### src/design/linear_interp_resampler_top_assert.svh
// ----------------------------------------------------------------------------
// Assertion macros for the linear interpolation resampler
// Implication checks sampled on clk and disabled while rst is high.
// ----------------------------------------------------------------------------
`ifndef LINEAR_INTERP_RESAMPLER_TOP_ASSERT_SVH
`define LINEAR_INTERP_RESAMPLER_TOP_ASSERT_SVH

// Same-cycle implication.
`define LIR_ASSERT_IMPL(name, ante, cons, msg) \
  name: assert property (@(posedge clk) disable iff (rst) (ante) |-> (cons)) \
    else $error(msg);

// Next-cycle implication.
`define LIR_ASSERT_NEXT(name, ante, cons, msg) \
  name: assert property (@(posedge clk) disable iff (rst) (ante) |=> (cons)) \
    else $error(msg);

`endif

### src/design/lir_pkg.sv
// ----------------------------------------------------------------------------
// lir_pkg
// Widths, constants and shared types of the linear interpolation resampler.
// ----------------------------------------------------------------------------
package lir_pkg;

  localparam int SAMPLE_W    = 16;
  localparam int RATE_W      = 19;
  localparam int MAX_BLOCK   = 65536;
  localparam int K_W         = $clog2(MAX_BLOCK);
  localparam int MAX_RATIO   = 8;
  localparam int MAX_RESULTS = 2 * MAX_RATIO + 1;
  localparam int RUN_W       = $clog2(MAX_RESULTS + 1);

  // Output count and source positions stay below 2^36 for any rate pair.
  localparam int OC_W      = 36;
  localparam int POS_SPLIT = OC_W / 2;

  // Shared serial divider: 36-bit dividend, divisor up to twice a rate.
  localparam int DIVD_W    = OC_W;
  localparam int DIVS_W    = RATE_W + 1;
  localparam int DIV_CNT_W = $clog2(DIVD_W + 1);

  localparam int QUEUE_DEPTH = 2;
  localparam int Q_PTR_W     = $clog2(QUEUE_DEPTH);

  localparam logic [RATE_W-1:0] IN_RATE_RESET  = RATE_W'(16000);
  localparam logic [RATE_W-1:0] OUT_RATE_RESET = RATE_W'(48000);

  localparam logic signed [SAMPLE_W-1:0] SAT_MAX = 16'sh7FFF;
  localparam logic signed [SAMPLE_W-1:0] SAT_MIN = 16'sh8000;

  // Configuration register indexes.
  typedef enum logic [0:0] {
    REG_IN_RATE  = 1'b0,
    REG_OUT_RATE = 1'b1
  } cfg_reg_t;

  // One classified input sample waiting for the back end.
  typedef struct packed {
    logic signed [SAMPLE_W-1:0] cur;
    logic signed [SAMPLE_W-1:0] prev;
    logic [K_W-1:0]             k;
    logic                       last;
  } job_t;

  typedef struct packed {
    logic              start;
    logic [DIVD_W-1:0] dividend;
    logic [DIVS_W-1:0] divisor;
  } div_req_t;

  typedef struct packed {
    logic              busy;
    logic              done;
    logic [DIVD_W-1:0] quot;
    logic [DIVS_W-1:0] rem;
  } div_rsp_t;

  typedef enum logic [3:0] {
    S_IDLE,
    S_TGT_MUL,
    S_TGT_START,
    S_TGT_WAIT,
    S_COUNT,
    S_POS_LO,
    S_POS_HI,
    S_POS_SUM,
    S_POS_START,
    S_POS_WAIT,
    S_INT_MUL,
    S_INT_SUM,
    S_INT_START,
    S_INT_WAIT,
    S_EMIT
  } back_state_t;

endpackage

### src/design/lir_channels.sv
// ----------------------------------------------------------------------------
// lir_channels
// Valid/ready channels for input samples and output results.
// ----------------------------------------------------------------------------
interface lir_in_if;
  import lir_pkg::*;

  logic                       valid;
  logic                       ready;
  logic signed [SAMPLE_W-1:0] sample_in;
  logic                       block_last;

  modport source (output valid, sample_in, block_last, input ready);
  modport sink   (input valid, sample_in, block_last, output ready);
endinterface

interface lir_out_if;
  import lir_pkg::*;

  logic                       valid;
  logic                       ready;
  logic signed [SAMPLE_W-1:0] sample_out;
  logic                       run_last;
  logic                       block_done;
  logic                       overflow;

  modport source (output valid, sample_out, run_last, block_done, overflow, input ready);
  modport sink   (input valid, sample_out, run_last, block_done, overflow, output ready);
endinterface

### src/design/linear_interp_resampler_top.sv
// ----------------------------------------------------------------------------
// linear_interp_resampler_top
// Linear interpolation sample rate converter for signed 16-bit mono blocks.
// Input samples arrive on in_ch (sample_in, block_last); results leave on
// out_ch (sample_out, run_last, block_done, overflow), both valid/ready.
// in_rate and out_rate are written through cfg_we/cfg_index/cfg_data; the
// user must write them only while the block is idle, which the block itself
// does not enforce. A zero rate turns output off. Each input transaction
// yields zero to seventeen result transactions. Per input, the output count
// is worked out by one division; each result then takes one division for its
// position when it copies the sample and a second when it interpolates. All
// divisions run on the shared serial divider, which resolves one quotient bit
// per cycle over a 36-bit dividend.
// Two samples can wait in the queue, so the input keeps accepting while the
// back end works, and the output register holds a result while the receiver
// stalls; the back end then waits until it is taken.
// Synchronous reset restores 16000/48000 Hz and starts a new block.
// ----------------------------------------------------------------------------
`include "linear_interp_resampler_top_assert.svh"

module linear_interp_resampler_top (
  input  logic                       clk,
  input  logic                       rst,
  lir_in_if.sink                     in_ch,
  lir_out_if.source                  out_ch,
  input  logic                       cfg_we,
  input  logic [0:0]                 cfg_index,
  input  logic [lir_pkg::RATE_W-1:0] cfg_data
);
  import lir_pkg::*;

  logic [RATE_W-1:0] in_rate;
  logic [RATE_W-1:0] out_rate;

  logic     q_push;
  logic     q_full;
  logic     q_pop;
  logic     q_empty;
  job_t     q_in;
  job_t     q_out;
  div_req_t div_req;
  div_rsp_t div_rsp;

  // Rate registers.
  always_ff @(posedge clk) begin
    if (rst) begin
      in_rate  <= IN_RATE_RESET;
      out_rate <= OUT_RATE_RESET;
    end else if (cfg_we) begin
      if (cfg_index == REG_IN_RATE) begin
        in_rate <= cfg_data;
      end else begin
        out_rate <= cfg_data;
      end
    end
  end

  lir_front u_front (
    .clk    (clk),
    .rst    (rst),
    .in_ch  (in_ch),
    .q_full (q_full),
    .q_push (q_push),
    .q_data (q_in)
  );

  lir_queue u_queue (
    .clk       (clk),
    .rst       (rst),
    .push      (q_push),
    .push_data (q_in),
    .full      (q_full),
    .pop       (q_pop),
    .pop_data  (q_out),
    .empty     (q_empty)
  );

  lir_div u_div (
    .clk (clk),
    .rst (rst),
    .req (div_req),
    .rsp (div_rsp)
  );

  lir_back u_back (
    .clk      (clk),
    .rst      (rst),
    .in_rate  (in_rate),
    .out_rate (out_rate),
    .q_empty  (q_empty),
    .q_data   (q_out),
    .q_pop    (q_pop),
    .div_req  (div_req),
    .div_rsp  (div_rsp),
    .out_ch   (out_ch)
  );

  // The queue is never written while full nor read while empty.
  `LIR_ASSERT_IMPL(a_queue_push_room, q_push, !q_full, "job pushed into a full queue")
  `LIR_ASSERT_IMPL(a_queue_pop_data, q_pop, !q_empty, "job popped from an empty queue")
  // A division is only started once the previous one has finished.
  `LIR_ASSERT_IMPL(a_div_start_idle, div_req.start, !div_rsp.busy, "divider restarted while busy")
  // The block's final result is also the last result of its sample.
  `LIR_ASSERT_IMPL(a_done_on_run_last, out_ch.valid && out_ch.block_done, out_ch.run_last,
                   "block_done without run_last")
  // A finished division always returns a busy divider to idle.
  `LIR_ASSERT_NEXT(a_div_done_idle, div_rsp.done && !div_req.start, !div_rsp.busy,
                   "divider busy after completion")

endmodule

### src/design/lir_front.sv
// ----------------------------------------------------------------------------
// lir_front
// Accepts input samples, tracks the position within the block, and queues
// each sample with its predecessor and block-end flag for the back end.
// ----------------------------------------------------------------------------
module lir_front (
  input  logic          clk,
  input  logic          rst,
  lir_in_if.sink        in_ch,
  input  logic          q_full,
  output logic          q_push,
  output lir_pkg::job_t q_data
);
  import lir_pkg::*;

  logic signed [SAMPLE_W-1:0] prev_sample;
  logic [K_W-1:0]             input_count;
  logic                       is_last;

  // A sample is taken whenever the queue has room.
  assign in_ch.ready = !q_full;
  assign q_push      = in_ch.valid && !q_full;

  // The block also ends when the sample count reaches its limit.
  assign is_last = in_ch.block_last || (input_count == K_W'(MAX_BLOCK - 1));

  assign q_data = '{cur: in_ch.sample_in, prev: prev_sample, k: input_count, last: is_last};

  // Block position and previous sample; both restart after a block end.
  always_ff @(posedge clk) begin
    if (rst) begin
      prev_sample <= '0;
      input_count <= '0;
    end else if (q_push) begin
      if (is_last) begin
        prev_sample <= '0;
        input_count <= '0;
      end else begin
        prev_sample <= in_ch.sample_in;
        input_count <= input_count + 1'b1;
      end
    end
  end

endmodule

### src/design/lir_queue.sv
// ----------------------------------------------------------------------------
// lir_queue
// Short first-in first-out queue of jobs between the front and back ends.
// ----------------------------------------------------------------------------
module lir_queue (
  input  logic          clk,
  input  logic          rst,
  input  logic          push,
  input  lir_pkg::job_t push_data,
  output logic          full,
  input  logic          pop,
  output lir_pkg::job_t pop_data,
  output logic          empty
);
  import lir_pkg::*;

  job_t               entries [QUEUE_DEPTH];
  logic [Q_PTR_W-1:0] wr_ptr;
  logic [Q_PTR_W-1:0] rd_ptr;
  logic [Q_PTR_W:0]   fill;

  assign full     = (fill == (Q_PTR_W + 1)'(QUEUE_DEPTH));
  assign empty    = (fill == '0);
  assign pop_data = entries[rd_ptr];

  // Storage is written at the tail only.
  always_ff @(posedge clk) begin
    if (push) begin
      entries[wr_ptr] <= push_data;
    end
  end

  // Pointers and fill level.
  always_ff @(posedge clk) begin
    if (rst) begin
      wr_ptr <= '0;
      rd_ptr <= '0;
      fill   <= '0;
    end else begin
      if (push) begin
        wr_ptr <= (wr_ptr == Q_PTR_W'(QUEUE_DEPTH - 1)) ? '0 : wr_ptr + 1'b1;
      end
      if (pop) begin
        rd_ptr <= (rd_ptr == Q_PTR_W'(QUEUE_DEPTH - 1)) ? '0 : rd_ptr + 1'b1;
      end
      if (push && !pop) begin
        fill <= fill + 1'b1;
      end else if (pop && !push) begin
        fill <= fill - 1'b1;
      end
    end
  end

endmodule

### src/design/lir_div.sv
// ----------------------------------------------------------------------------
// lir_div
// Restoring serial divider: one quotient bit per cycle, shared by all
// divisions of the back end. Quotient and remainder hold until next start.
// ----------------------------------------------------------------------------
module lir_div (
  input  logic              clk,
  input  logic              rst,
  input  lir_pkg::div_req_t req,
  output lir_pkg::div_rsp_t rsp
);
  import lir_pkg::*;

  logic                 busy;
  logic                 done;
  logic [DIV_CNT_W-1:0] steps_left;
  logic [DIVD_W-1:0]    shreg;
  logic [DIVS_W-1:0]    partial;
  logic [DIVS_W-1:0]    divisor;
  logic [DIVS_W:0]      trial;
  logic                 fits;

  // Bring down the next dividend bit and try the subtraction.
  assign trial = {partial, shreg[DIVD_W-1]};
  assign fits  = (trial >= {1'b0, divisor});

  assign rsp = '{busy: busy, done: done, quot: shreg, rem: partial};

  // Control: step counter and completion pulse.
  always_ff @(posedge clk) begin
    if (rst) begin
      busy       <= 1'b0;
      done       <= 1'b0;
      steps_left <= '0;
    end else begin
      done <= 1'b0;
      if (req.start) begin
        busy       <= 1'b1;
        steps_left <= DIV_CNT_W'(DIVD_W);
      end else if (busy) begin
        steps_left <= steps_left - 1'b1;
        if (steps_left == DIV_CNT_W'(1)) begin
          busy <= 1'b0;
          done <= 1'b1;
        end
      end
    end
  end

  // Datapath: partial remainder and dividend/quotient shift register.
  always_ff @(posedge clk) begin
    if (req.start) begin
      shreg   <= req.dividend;
      partial <= '0;
      divisor <= req.divisor;
    end else if (busy) begin
      shreg <= {shreg[DIVD_W-2:0], fits};
      if (fits) begin
        partial <= DIVS_W'(trial - {1'b0, divisor});
      end else begin
        partial <= trial[DIVS_W-1:0];
      end
    end
  end

endmodule

### src/design/lir_back.sv
// ----------------------------------------------------------------------------
// lir_back
// Takes queued samples, works out how many outputs fall before each one,
// and produces them one at a time: position by division, then either a copy
// of the sample or interpolation, rounding and saturation, into the output register.
// ----------------------------------------------------------------------------
module lir_back (
  input  logic                      clk,
  input  logic                      rst,
  input  logic [lir_pkg::RATE_W-1:0] in_rate,
  input  logic [lir_pkg::RATE_W-1:0] out_rate,
  input  logic                      q_empty,
  input  lir_pkg::job_t             q_data,
  output logic                      q_pop,
  output lir_pkg::div_req_t         div_req,
  input  lir_pkg::div_rsp_t         div_rsp,
  lir_out_if.source                 out_ch
);
  import lir_pkg::*;

  localparam int PROD_W = K_W + 1 + RATE_W;
  localparam int PART_W = POS_SPLIT + RATE_W;
  localparam int M1_W   = SAMPLE_W + RATE_W + 1;
  localparam int M2_W   = RATE_W + 1 + SAMPLE_W + 1;
  localparam int NUM_W  = M2_W + 1;

  back_state_t state;
  back_state_t state_next;

  // Control registers.
  logic [OC_W-1:0] output_count;
  logic            out_valid;

  // Per-sample and per-output working registers.
  job_t                       job;
  logic [PROD_W-1:0]          prod;
  logic [OC_W-1:0]            target;
  logic [OC_W-1:0]            idx;
  logic [RUN_W-1:0]           n_left;
  logic                       dropped;
  logic [PART_W-1:0]          plo;
  logic [PART_W-1:0]          phi;
  logic [OC_W-1:0]            pos;
  logic [RATE_W-1:0]          frac;
  logic signed [M1_W-1:0]     m1;
  logic signed [M2_W-1:0]     m2;
  logic signed [NUM_W-1:0]    num;
  logic                       neg;
  logic signed [SAMPLE_W-1:0] val;

  // Output register.
  logic signed [SAMPLE_W-1:0] out_sample;
  logic                       out_run_last;
  logic                       out_block_done;
  logic                       out_overflow;

  // Combinational helpers.
  logic                        rates_on;
  logic                        out_load;
  logic [K_W:0]                kk;
  logic [PROD_W-1:0]           tgt_prod;
  logic [OC_W:0]               diff;
  logic                        gt;
  logic                        whole_ge_k;
  logic signed [SAMPLE_W:0]    step;
  logic [NUM_W-1:0]            mag;
  logic [PART_W-1:0]           plo_prod;
  logic [PART_W-1:0]           phi_prod;
  logic signed [M1_W-1:0]      m1_prod;
  logic signed [M2_W-1:0]      m2_prod;

  // Round-to-nearest quotient back to a signed sample, clipped to range.
  function automatic logic signed [SAMPLE_W-1:0] sat_q(input logic neg_in,
                                                      input logic [DIVD_W-1:0] q);
    logic signed [SAMPLE_W-1:0] r;
    if (neg_in) begin
      r = (q >= DIVD_W'(32768)) ? SAT_MIN : -$signed(q[SAMPLE_W-1:0]);
    end else begin
      r = (q >= DIVD_W'(32767)) ? SAT_MAX : $signed(q[SAMPLE_W-1:0]);
    end
    return r;
  endfunction

  assign rates_on = (in_rate != '0) && (out_rate != '0);
  assign out_load = (state == S_EMIT) && (!out_valid || out_ch.ready);

  // Count of outputs due: ceil(k*out/in), or the rounded block length at its end.
  assign kk       = job.last ? {1'b0, job.k} + 1'b1 : {1'b0, job.k};
  assign tgt_prod = kk * out_rate;
  assign diff     = {1'b0, target} - {1'b0, output_count};
  assign gt       = !diff[OC_W] && (diff != '0);

  // Source position of the output: i*in_rate in two half-width products.
  assign plo_prod = idx[POS_SPLIT-1:0] * in_rate;
  assign phi_prod = idx[OC_W-1:POS_SPLIT] * in_rate;

  // Interpolation numerator: prev*out_rate + remainder*(cur - prev).
  assign whole_ge_k = (div_rsp.quot >= OC_W'(job.k));
  assign step       = (SAMPLE_W + 1)'(job.cur) - (SAMPLE_W + 1)'(job.prev);
  assign m1_prod    = job.prev * $signed({1'b0, out_rate});
  assign m2_prod    = $signed({1'b0, frac}) * step;
  assign mag        = num[NUM_W-1] ? NUM_W'(-num) : NUM_W'(num);

  // Sequencer state register.
  always_ff @(posedge clk) begin
    if (rst) begin
      state <= S_IDLE;
    end else begin
      state <= state_next;
    end
  end

  // Sequencer next state and divider requests.
  always_comb begin
    state_next       = state;
    q_pop            = 1'b0;
    div_req.start    = 1'b0;
    div_req.dividend = pos;
    div_req.divisor  = {1'b0, out_rate};
    unique case (state)
      S_IDLE: begin
        if (!q_empty) begin
          q_pop      = 1'b1;
          state_next = rates_on ? S_TGT_MUL : S_IDLE;
        end
      end
      S_TGT_MUL: begin
        state_next = S_TGT_START;
      end
      S_TGT_START: begin
        div_req.start = 1'b1;
        if (job.last) begin
          div_req.dividend = DIVD_W'({prod, 1'b0} + in_rate);
          div_req.divisor  = {in_rate, 1'b0};
        end else begin
          div_req.dividend = DIVD_W'(prod + in_rate - 1'b1);
          div_req.divisor  = {1'b0, in_rate};
        end
        state_next = S_TGT_WAIT;
      end
      S_TGT_WAIT: begin
        if (div_rsp.done) begin
          state_next = S_COUNT;
        end
      end
      S_COUNT: begin
        state_next = gt ? S_POS_LO : S_IDLE;
      end
      S_POS_LO: begin
        state_next = S_POS_HI;
      end
      S_POS_HI: begin
        state_next = S_POS_SUM;
      end
      S_POS_SUM: begin
        state_next = S_POS_START;
      end
      S_POS_START: begin
        div_req.start = 1'b1;
        state_next    = S_POS_WAIT;
      end
      S_POS_WAIT: begin
        if (div_rsp.done) begin
          state_next = whole_ge_k ? S_EMIT : S_INT_MUL;
        end
      end
      S_INT_MUL: begin
        state_next = S_INT_SUM;
      end
      S_INT_SUM: begin
        state_next = S_INT_START;
      end
      S_INT_START: begin
        div_req.start    = 1'b1;
        div_req.dividend = DIVD_W'({mag, 1'b0} + out_rate);
        div_req.divisor  = {out_rate, 1'b0};
        state_next       = S_INT_WAIT;
      end
      S_INT_WAIT: begin
        if (div_rsp.done) begin
          state_next = S_EMIT;
        end
      end
      S_EMIT: begin
        if (out_load) begin
          state_next = (n_left == RUN_W'(1)) ? S_IDLE : S_POS_START;
        end
      end
      default: begin
        state_next = S_IDLE;
      end
    endcase
  end

  // Block output count and output register valid.
  always_ff @(posedge clk) begin
    if (rst) begin
      output_count <= '0;
      out_valid    <= 1'b0;
    end else begin
      if (state == S_IDLE && !q_empty && !rates_on && q_data.last) begin
        output_count <= '0;
      end else if (state == S_COUNT) begin
        if (job.last) begin
          output_count <= '0;
        end else if (gt) begin
          output_count <= target;
        end
      end
      if (out_load) begin
        out_valid <= 1'b1;
      end else if (out_ch.ready) begin
        out_valid <= 1'b0;
      end
    end
  end

  // Working registers of the current sample and output.
  always_ff @(posedge clk) begin
    case (state)
      S_IDLE: begin
        if (!q_empty) begin
          job <= q_data;
        end
      end
      S_TGT_MUL: begin
        prod <= tgt_prod;
      end
      S_TGT_WAIT: begin
        if (div_rsp.done) begin
          target <= div_rsp.quot;
        end
      end
      S_COUNT: begin
        idx     <= output_count;
        dropped <= (diff > (OC_W + 1)'(MAX_RESULTS));
        n_left  <= (diff > (OC_W + 1)'(MAX_RESULTS)) ? RUN_W'(MAX_RESULTS)
                                                      : diff[RUN_W-1:0];
      end
      S_POS_LO: begin
        plo <= plo_prod;
      end
      S_POS_HI: begin
        phi <= phi_prod;
      end
      S_POS_SUM: begin
        pos <= OC_W'(plo + {phi, POS_SPLIT'(0)});
      end
      S_POS_WAIT: begin
        if (div_rsp.done) begin
          frac <= div_rsp.rem[RATE_W-1:0];
          val  <= job.cur;
        end
      end
      S_INT_MUL: begin
        m1 <= m1_prod;
        m2 <= m2_prod;
      end
      S_INT_SUM: begin
        num <= NUM_W'(m1) + NUM_W'(m2);
      end
      S_INT_START: begin
        neg <= num[NUM_W-1];
      end
      S_INT_WAIT: begin
        if (div_rsp.done) begin
          val <= sat_q(neg, div_rsp.quot);
        end
      end
      S_EMIT: begin
        if (out_load) begin
          out_sample     <= val;
          out_run_last   <= (n_left == RUN_W'(1));
          out_block_done <= (n_left == RUN_W'(1)) && job.last;
          out_overflow   <= dropped;
          n_left         <= n_left - 1'b1;
          pos            <= OC_W'(pos + in_rate);
        end
      end
      default: begin
      end
    endcase
  end

  assign out_ch.valid      = out_valid;
  assign out_ch.sample_out = out_sample;
  assign out_ch.run_last   = out_run_last;
  assign out_ch.block_done = out_block_done;
  assign out_ch.overflow   = out_overflow;

endmodule
### src/flat_wrapper.sv
// flat-port wrapper written by rule: the top's interface ports become plain ports
module linear_interp_resampler_top_flat import lir_pkg::*;
  (clk, rst, cfg_we, cfg_index, cfg_data, in_ch_valid, in_ch_sample_in, in_ch_block_last, in_ch_ready, out_ch_valid, out_ch_sample_out, out_ch_run_last, out_ch_block_done, out_ch_overflow, out_ch_ready);
  lir_in_if in_ch_i ();
  lir_out_if out_ch_i ();
  input  logic clk;
  input  logic rst;
  input  logic cfg_we;
  input  logic [0:0] cfg_index;
  input  logic [lir_pkg::RATE_W-1:0] cfg_data;
  input wire logic [$bits(in_ch_i.valid)-1:0] in_ch_valid;
  input wire logic [$bits(in_ch_i.sample_in)-1:0] in_ch_sample_in;
  input wire logic [$bits(in_ch_i.block_last)-1:0] in_ch_block_last;
  output wire logic [$bits(in_ch_i.ready)-1:0] in_ch_ready;
  output wire logic [$bits(out_ch_i.valid)-1:0] out_ch_valid;
  output wire logic [$bits(out_ch_i.sample_out)-1:0] out_ch_sample_out;
  output wire logic [$bits(out_ch_i.run_last)-1:0] out_ch_run_last;
  output wire logic [$bits(out_ch_i.block_done)-1:0] out_ch_block_done;
  output wire logic [$bits(out_ch_i.overflow)-1:0] out_ch_overflow;
  input wire logic [$bits(out_ch_i.ready)-1:0] out_ch_ready;
  assign in_ch_i.valid = in_ch_valid;
  assign in_ch_i.sample_in = in_ch_sample_in;
  assign in_ch_i.block_last = in_ch_block_last;
  assign in_ch_ready = in_ch_i.ready;
  assign out_ch_valid = out_ch_i.valid;
  assign out_ch_sample_out = out_ch_i.sample_out;
  assign out_ch_run_last = out_ch_i.run_last;
  assign out_ch_block_done = out_ch_i.block_done;
  assign out_ch_overflow = out_ch_i.overflow;
  assign out_ch_i.ready = out_ch_ready;
  linear_interp_resampler_top u_core (.clk(clk), .rst(rst), .in_ch(in_ch_i), .out_ch(out_ch_i), .cfg_we(cfg_we), .cfg_index(cfg_index), .cfg_data(cfg_data));
endmodule
### config.mk
export PLATFORM = sky130hd
export DESIGN_NAME = linear_interp_resampler_top_flat
export DESIGN_NICKNAME = d
export VERILOG_FILES = /design/src/design/lir_pkg.sv /design/src/design/lir_channels.sv /design/src/design/linear_interp_resampler_top.sv /design/src/design/lir_front.sv /design/src/design/lir_queue.sv /design/src/design/lir_div.sv /design/src/design/lir_back.sv /design/src/flat_wrapper.sv
export VERILOG_INCLUDE_DIRS = /design/src /design/src/design
export SDC_FILE = /design/constraint.sdc
export NUM_CORES = 2
export LEC_CHECK = 0
export BUFFER_PORTS_ARGS = -buffer_cell sky130_fd_sc_hd__buf_2
export CAP_MARGIN = 20
export CELL_PAD_IN_SITES_DETAIL_PLACEMENT = 1
export CELL_PAD_IN_SITES_GLOBAL_PLACEMENT = 1
export CORE_UTILIZATION = 44
export DETAILED_ROUTE_END_ITERATION = 16
export PLACE_DENSITY = 0.81
export SLEW_MARGIN = 40
export SYNTH_ARGS = -nofsm -noshare
export SYNTH_HDL_FRONTEND = slang
export SYNTH_SLANG_ARGS = --single-unit
### constraint.sdc
create_clock -name clk -period 11.8 [get_ports clk]
set_input_delay 1.77 -clock clk [delete_from_list [all_inputs] [get_ports clk]]
set_output_delay 1.77 -clock clk [all_outputs]
set_load 0.02 [all_outputs]
**Word-level counts from Yosys, hierarchy flattened**

Memory sizes are Yosys's and may differ from the RTL's. A register that Yosys moved wholly into a read port is not among the register bits.
Index checks and enable logic that the tools add are counted.

- Register bits after elaboration: 618
- Bits in writable memories: 98
- Input port bits: 42
- Output and inout port bits: 21
- Logic and storage cells: 193
- Memories kept: 1

- Add/sub/neg operators: 20
- Multipliers: 5
- Order comparisons: 5
- Equal/unequal tests: 23
- Muxes and demuxes: 51
- Bitwise gates (word level): 3
- Reductions and logical operators: 46

Memories:

| memory | words | bits a word | rd ports | clocked after memory_dff | write ports | line | source |
|---|---|---|---|---|---|---|---|
| u_core.u_queue.entries | 2 | 49 | 1 | 1 | 1 | lir_queue.sv:17 | `job_t entries [QUEUE_DEPTH];` |

Operators by type and width:

| operator | count |
|---|---|
| two-way mux 36 bit | 5 |
| adder 36 x 19 -> 36 bit | 4 |
| two-way mux 16 bit | 7 |
| case mux 56 bit (2 select lines) | 1 |
| case mux 36 bit (2 select lines) | 1 |
| case mux 4 bit (15 select lines) | 1 |
| two-way mux 56 bit | 1 |
| adder 36 x 37 -> 38 bit | 1 |
| nonzero test 19 bit | 2 |
| > comparator 37 x 5 -> 1 bit (second input constant) | 1 |
| multiplier 20 x 17 -> 37 bit | 1 |
| nonzero test 37 bit | 1 |
| subtractor 36 x 36 -> 37 bit | 1 |
| adder 36 bit | 1 |
| >= comparator 36 x 15 -> 1 bit (second input constant) | 1 |
| >= comparator 36 x 16 -> 1 bit | 1 |
| >= comparator 36 x 16 -> 1 bit (second input constant) | 1 |
| multiplier 16 x 20 -> 36 bit | 1 |
| multiplier 17 x 19 -> 36 bit | 1 |
| multiplier 18 x 19 -> 36 bit | 1 |
| subtractor 36 x 1 -> 36 bit (second input constant) | 1 |
| two-way mux 35 bit | 1 |
| negator 35 bit | 1 |
| case mux 16 bit (2 select lines) | 1 |
| 43 further kinds | 115 |

**Depth between registers and ports, before layout**

- Depth after elaboration: 7
- Gate-level depth with buffers: 38
- Gate-level depth less buffers: 37

**By module**

A second synthesis with hierarchy kept.

- Cell total of the unflattened synthesis: 9,310
- Area, all modules: 87,928.1 um^2

Modules (own cells, without submodules):

| module | instances | cells an instance | area an instance (um^2) | sequential area each (um^2) |
|---|---|---|---|---|
| lir_back | 1 | 8,399 | 76,579.7 | 13,342.8 |
| lir_div | 1 | 401 | 4,501.8 | 2,242.2 |
| lir_queue | 1 | 174 | 3,739.8 | 3,042.9 |
| linear_interp_resampler_top | 1 | 150 | 1,554.0 | 760.7 |
| lir_front | 1 | 186 | 1,552.7 | 640.6 |

**Worst setup path before layout**

No wires, ideal clock.

- Kind: reg-to-reg
- Start: reg u_core.u_back.job[18] in the netlist's numbering
- End: reg u_core.u_back.m2[36] (data pin)
- Setup time: 260 ps
- Data arrival time: 8,197 ps
- Required time: 11,540 ps
- Setup slack: 3,343 ps
- Cell stages (with the launch flop): 37
- Buffers on the path: 2
- Period minus slack after synthesis: 8,457 ps
- Cells stage by stage: edfxtp_1 -> clkbuf_1 -> inv_1 -> ha_1 -> nor2b_1 -> o21ai_0 -> a21boi_0 -> o21ai_0 -> a21boi_0 -> o21ai_0 -> a21oi_1 -> o21ai_0 -> nand2b_1 -> a211oi_1 -> clkbuf_1 -> nand2_1 -> fa_1 -> inv_1 -> fa_1 -> fa_1 -> fa_1 -> fa_1 -> inv_1 -> fa_1 -> inv_1 -> ha_1 -> a21o_1 -> a21o_1 -> a21oi_1 -> o21ai_0 -> a31o_2 -> nor3_1 -> o21ai_0 -> a221o_1 -> nand2b_1 -> a31oi_1 -> xnor2_1

- Longest elaborated chain between the ends: 2

Ends and longest elaborated chain:

| item | line | source |
|---|---|---|
| start, declared | lir_back.sv:35 | `job_t job;` |
| start signal, assigned | lir_back.sv:223 | `job <= q_data;` |
| subtractor 16 x 16 -> 17 bit | lir_back.sv:99 | `assign step = (SAMPLE_W + 1)'(job.cur) - (SAMPLE_W + 1)'(job.prev);` |
| multiplier 20 x 17 -> 37 bit | lir_back.sv:101 | `assign m2_prod = $signed({1'b0, frac}) * step;` |
| named net u_core.u_back.m2_prod[36] | lir_back.sv:70 | `logic signed [M2_W-1:0] m2_prod;` |
| end signal, assigned | lir_back.sv:257 | `m2 <= m2_prod;` |
| end, declared | lir_back.sv:46 | `logic signed [M2_W-1:0] m2;` |

The timed path passes the listed nets, and every way through them passes these cells.
A chain may end at the register's enable or synchronous reset.

**Worst setup path after layout**

- Start: reg u_core.u_back.job[18] in the netlist's numbering
- End: reg u_core.u_back.m2[35] (data pin)

Same word-level chain as after synthesis.

==> impl_metrics.ini <==
[run_status]
status = finished, final reports clean

[clocking]
cts_root_buf = clkbuf_16
cts_tree = built
htreeDepth = 3
insertion_delay_ns = 0.74
clockBufferDepth = 3
cts_resized = 0
cts.sink_count = 715
cts_buffers = 83
cts_setup_buffers = 0
cts.hold.buffers_added = 0
clk_pin_slew_ns = 0.06

[grt]
grt_pass1_wl_mm = 447
first_global_vias = 75600
grt_max_degree = 74
grt_overflow = 0
antenna_found_initial = 10
grt_usage_pct = 29.4

[detailed_routing]
drt-total-wl_mm = 290
route.detailed.drc = 0
wl_per_cell_um = 24.5
drtIter0Drc = 4951
detail_route.first_pass.iterations = 6
ant_nets = 0
vias = 68100
routed_via_density = 5.74

[sta]
finalMaxSlewViolations = 0
setup_violations = 0
rsz0062_at_grt = false
slew_headroom_pct = 37.3
max_freq_ghz = 0.0970
fin_crit_sh_pct = 87.3
worst_pin_slew_ns = 0.941
fin_crit_ns = 10.31
skew_ns = 0.0435
setup_tns_ns = 0
worst_slack_ns = 1.49
hold_violations = 0

[placed_design]
placed_cells = 11700
portBuffers = 62
gp_congestion = 0.963
pre_cts_slack_ns = 1.64
hpwl_mm = 223

[setup_path]
worstReg2RegStart = u_core.u_back.job[18]$_DFFE_PP_
cp_common_cell = fa_1
cpMaxStageDelayCell = edfxtp_1
endpoint_kind = register
crit_type = reg -> reg
startpoint = u_core.u_back.job[18]$_DFFE_PP_
worstPathMaxFanout = 20
critPathBufInv = 4
required_ns = 12.26
max_stage_delay_ns = 0.86
start_kind = register
path_delay_family = compound AO/OA/AOI/OAI gates
crit_arrival_ns = 10.77

[cells_and_area]
multi_input_area_um2 = 59400
fill_cells = 22300
nNetsFinal = 11100
mostFrequentLayoutCells = 1616 x inv_1, 1346 x nand2_1, 1133 x fa_1, 803 x ha_1, 571 x edfxtp_1
drive_above_1_share_pct = 5.88
area_growth_pct = 7.46
final_common_cell = inv_1
seqCellArea_um2 = 20100
layout.cells.non_filler = 11900

[synthesis]
synth.largest_area_cell = fa_1
ys_seq_area_share_pct = 23.1
ys_types = 91
yosys_most_used_dff = edfxtp_1
syn_area_um2 = 86800
yosys_warnings = 0
synthTopCellsByArea = fa_1 26%, edfxtp_1 20%, ha_1 12%
syn_avg_cell_area_um2 = 9.37
synthesis.nets = 11200
synth-async-reset-ratio_pct = 0
yosys.area.top_type_share_pct = 26.1
syn_inst = 9262
ys_ff_latch = 715
synth-edff-count = 571

[flow_run]
max-cap-violations = 0

[floorplanning]
die_x_um = 446
ios = 63
start_util_pct = 44.4
dieArea_um2 = 199000
die_h_um = 446
fp-row-count = 162
core_um2 = 195000

[min_path]
hold_path_class = reg -> reg
min_from = u_core.u_back.val[1]$_DFFE_PP_
[final timing paths]
check             slack (ns)  cells past startpoint                                            to
hold reg to reg         0.42                      0  u_core.u_back.out_ch.sample_out[1]$_DFFE_PP_
hold / removal          0.42                      0  u_core.u_back.out_ch.sample_out[1]$_DFFE_PP_
setup reg to reg        1.49                     33                u_core.u_back.m2[35]$_DFFE_PP_
setup / recovery        1.49                     33                u_core.u_back.m2[35]$_DFFE_PP_
[worst reg2reg max path: cells and delay by family, from the launching register on]
family / cells / cell delay (ns)
AOI/OAI and AO/OA: 16 / 4.32
xor gates and xnor gates: 1 / 0.09
adders and majority gates: 8 / 3.51
buffers and inverters: 4 / 0.30
DFF: 1 / 0.86
and+or+nand+nor: 4 / 0.99
[sequential cells by signal, indices dropped and copies added, names as in the netlist, 18 cells and up, named ones only]
name	flops
u_core.u_back.output_count	36
u_core.in_rate	19
u_core.u_div.divisor	20
u_core.u_back.plo	36
u_core.u_back.m1	36
u_core.u_div.shreg	36
u_core.u_back.target	36
u_core.u_back.pos	36
u_core.out_rate	19
u_core.u_back.phi	18
u_core.u_back.frac	19
u_core.u_back.m2	37
u_core.u_div.partial	20
u_core.u_back.job	49
u_core.u_back.idx	36
u_core.u_queue.entries	98
u_core.u_back.num	36
u_core.u_back.prod	36
[synthesized netlist by cell type, types with 46 or more instances]
cell / n
dfxtp_1: 144
a21oi_1: 365
nand3_1: 90
or3_1: 53
mux2_2: 54
nor3_1: 96
inv_1: 1617
a31oi_1: 46
nor2_1: 337
o21ai_0: 233
clkbuf_1: 357
o21a_1: 48
a21o_1: 118
fa_1: 1133
and2_1: 435
mux2i_1: 67
xor2_1: 123
nand2_1: 1346
edfxtp_1: 571
nor2b_1: 142
nand2b_1: 82
ha_1: 804
xnor2_1: 314
[stage by stage]
step           hold WS [ns]  cell area (µm²)  util (%)
2_1_floorplan         0.400            86800         -
3_3_place_gp          0.405            90100      46.1
3_5_place_dp          0.410            90300      46.2
4_1_cts               0.424            93100      47.7
5_1_grt               0.424            93200      47.7
6_report              0.424            93300      47.7
[layer usage]
layer / up-vias / GRT usage, % / wire [µm]
li1: 29600 / - / -
met1: 35200 / 35.1 / 111000
met2: 2457 / 50.2 / 141000
met3: 836 / 4.43 / 18900
met4: 2 / 17.1 / 19000
met5: - / 0 / 14
[kinds of logic (layout without fill, tap and decap cells)]
logic type      Yosys count  count (layout)  synth area share [%]
buf+inv                2020            1993                  8.79
simple gates           2819            2819                  15.5
other cells               0               6                     0
compound gates         1213            1213                  9.05
fa+ha+maj              1937            1937                  37.7
xor+xnor                437             437                  4.41
mux                     121             121                  1.47
flops                   715             715                  23.1
[final cells by class]
cell class / count / area share, %
multi-input combinational: 6527 / 63.7
sequential: 715 / 21.5
inverter: 1618 / 6.51
tap: 2624 / 3.52
clock buffer: 110 / 2.49
timing repair buffer: 219 / 1.71
clock inverter: 46 / 0.521
antenna: 6 / 0.0161
Power is left out: the tool's default activity adds up to more than one toggle a clock period on the data nets, which glitch-free logic cannot reach.
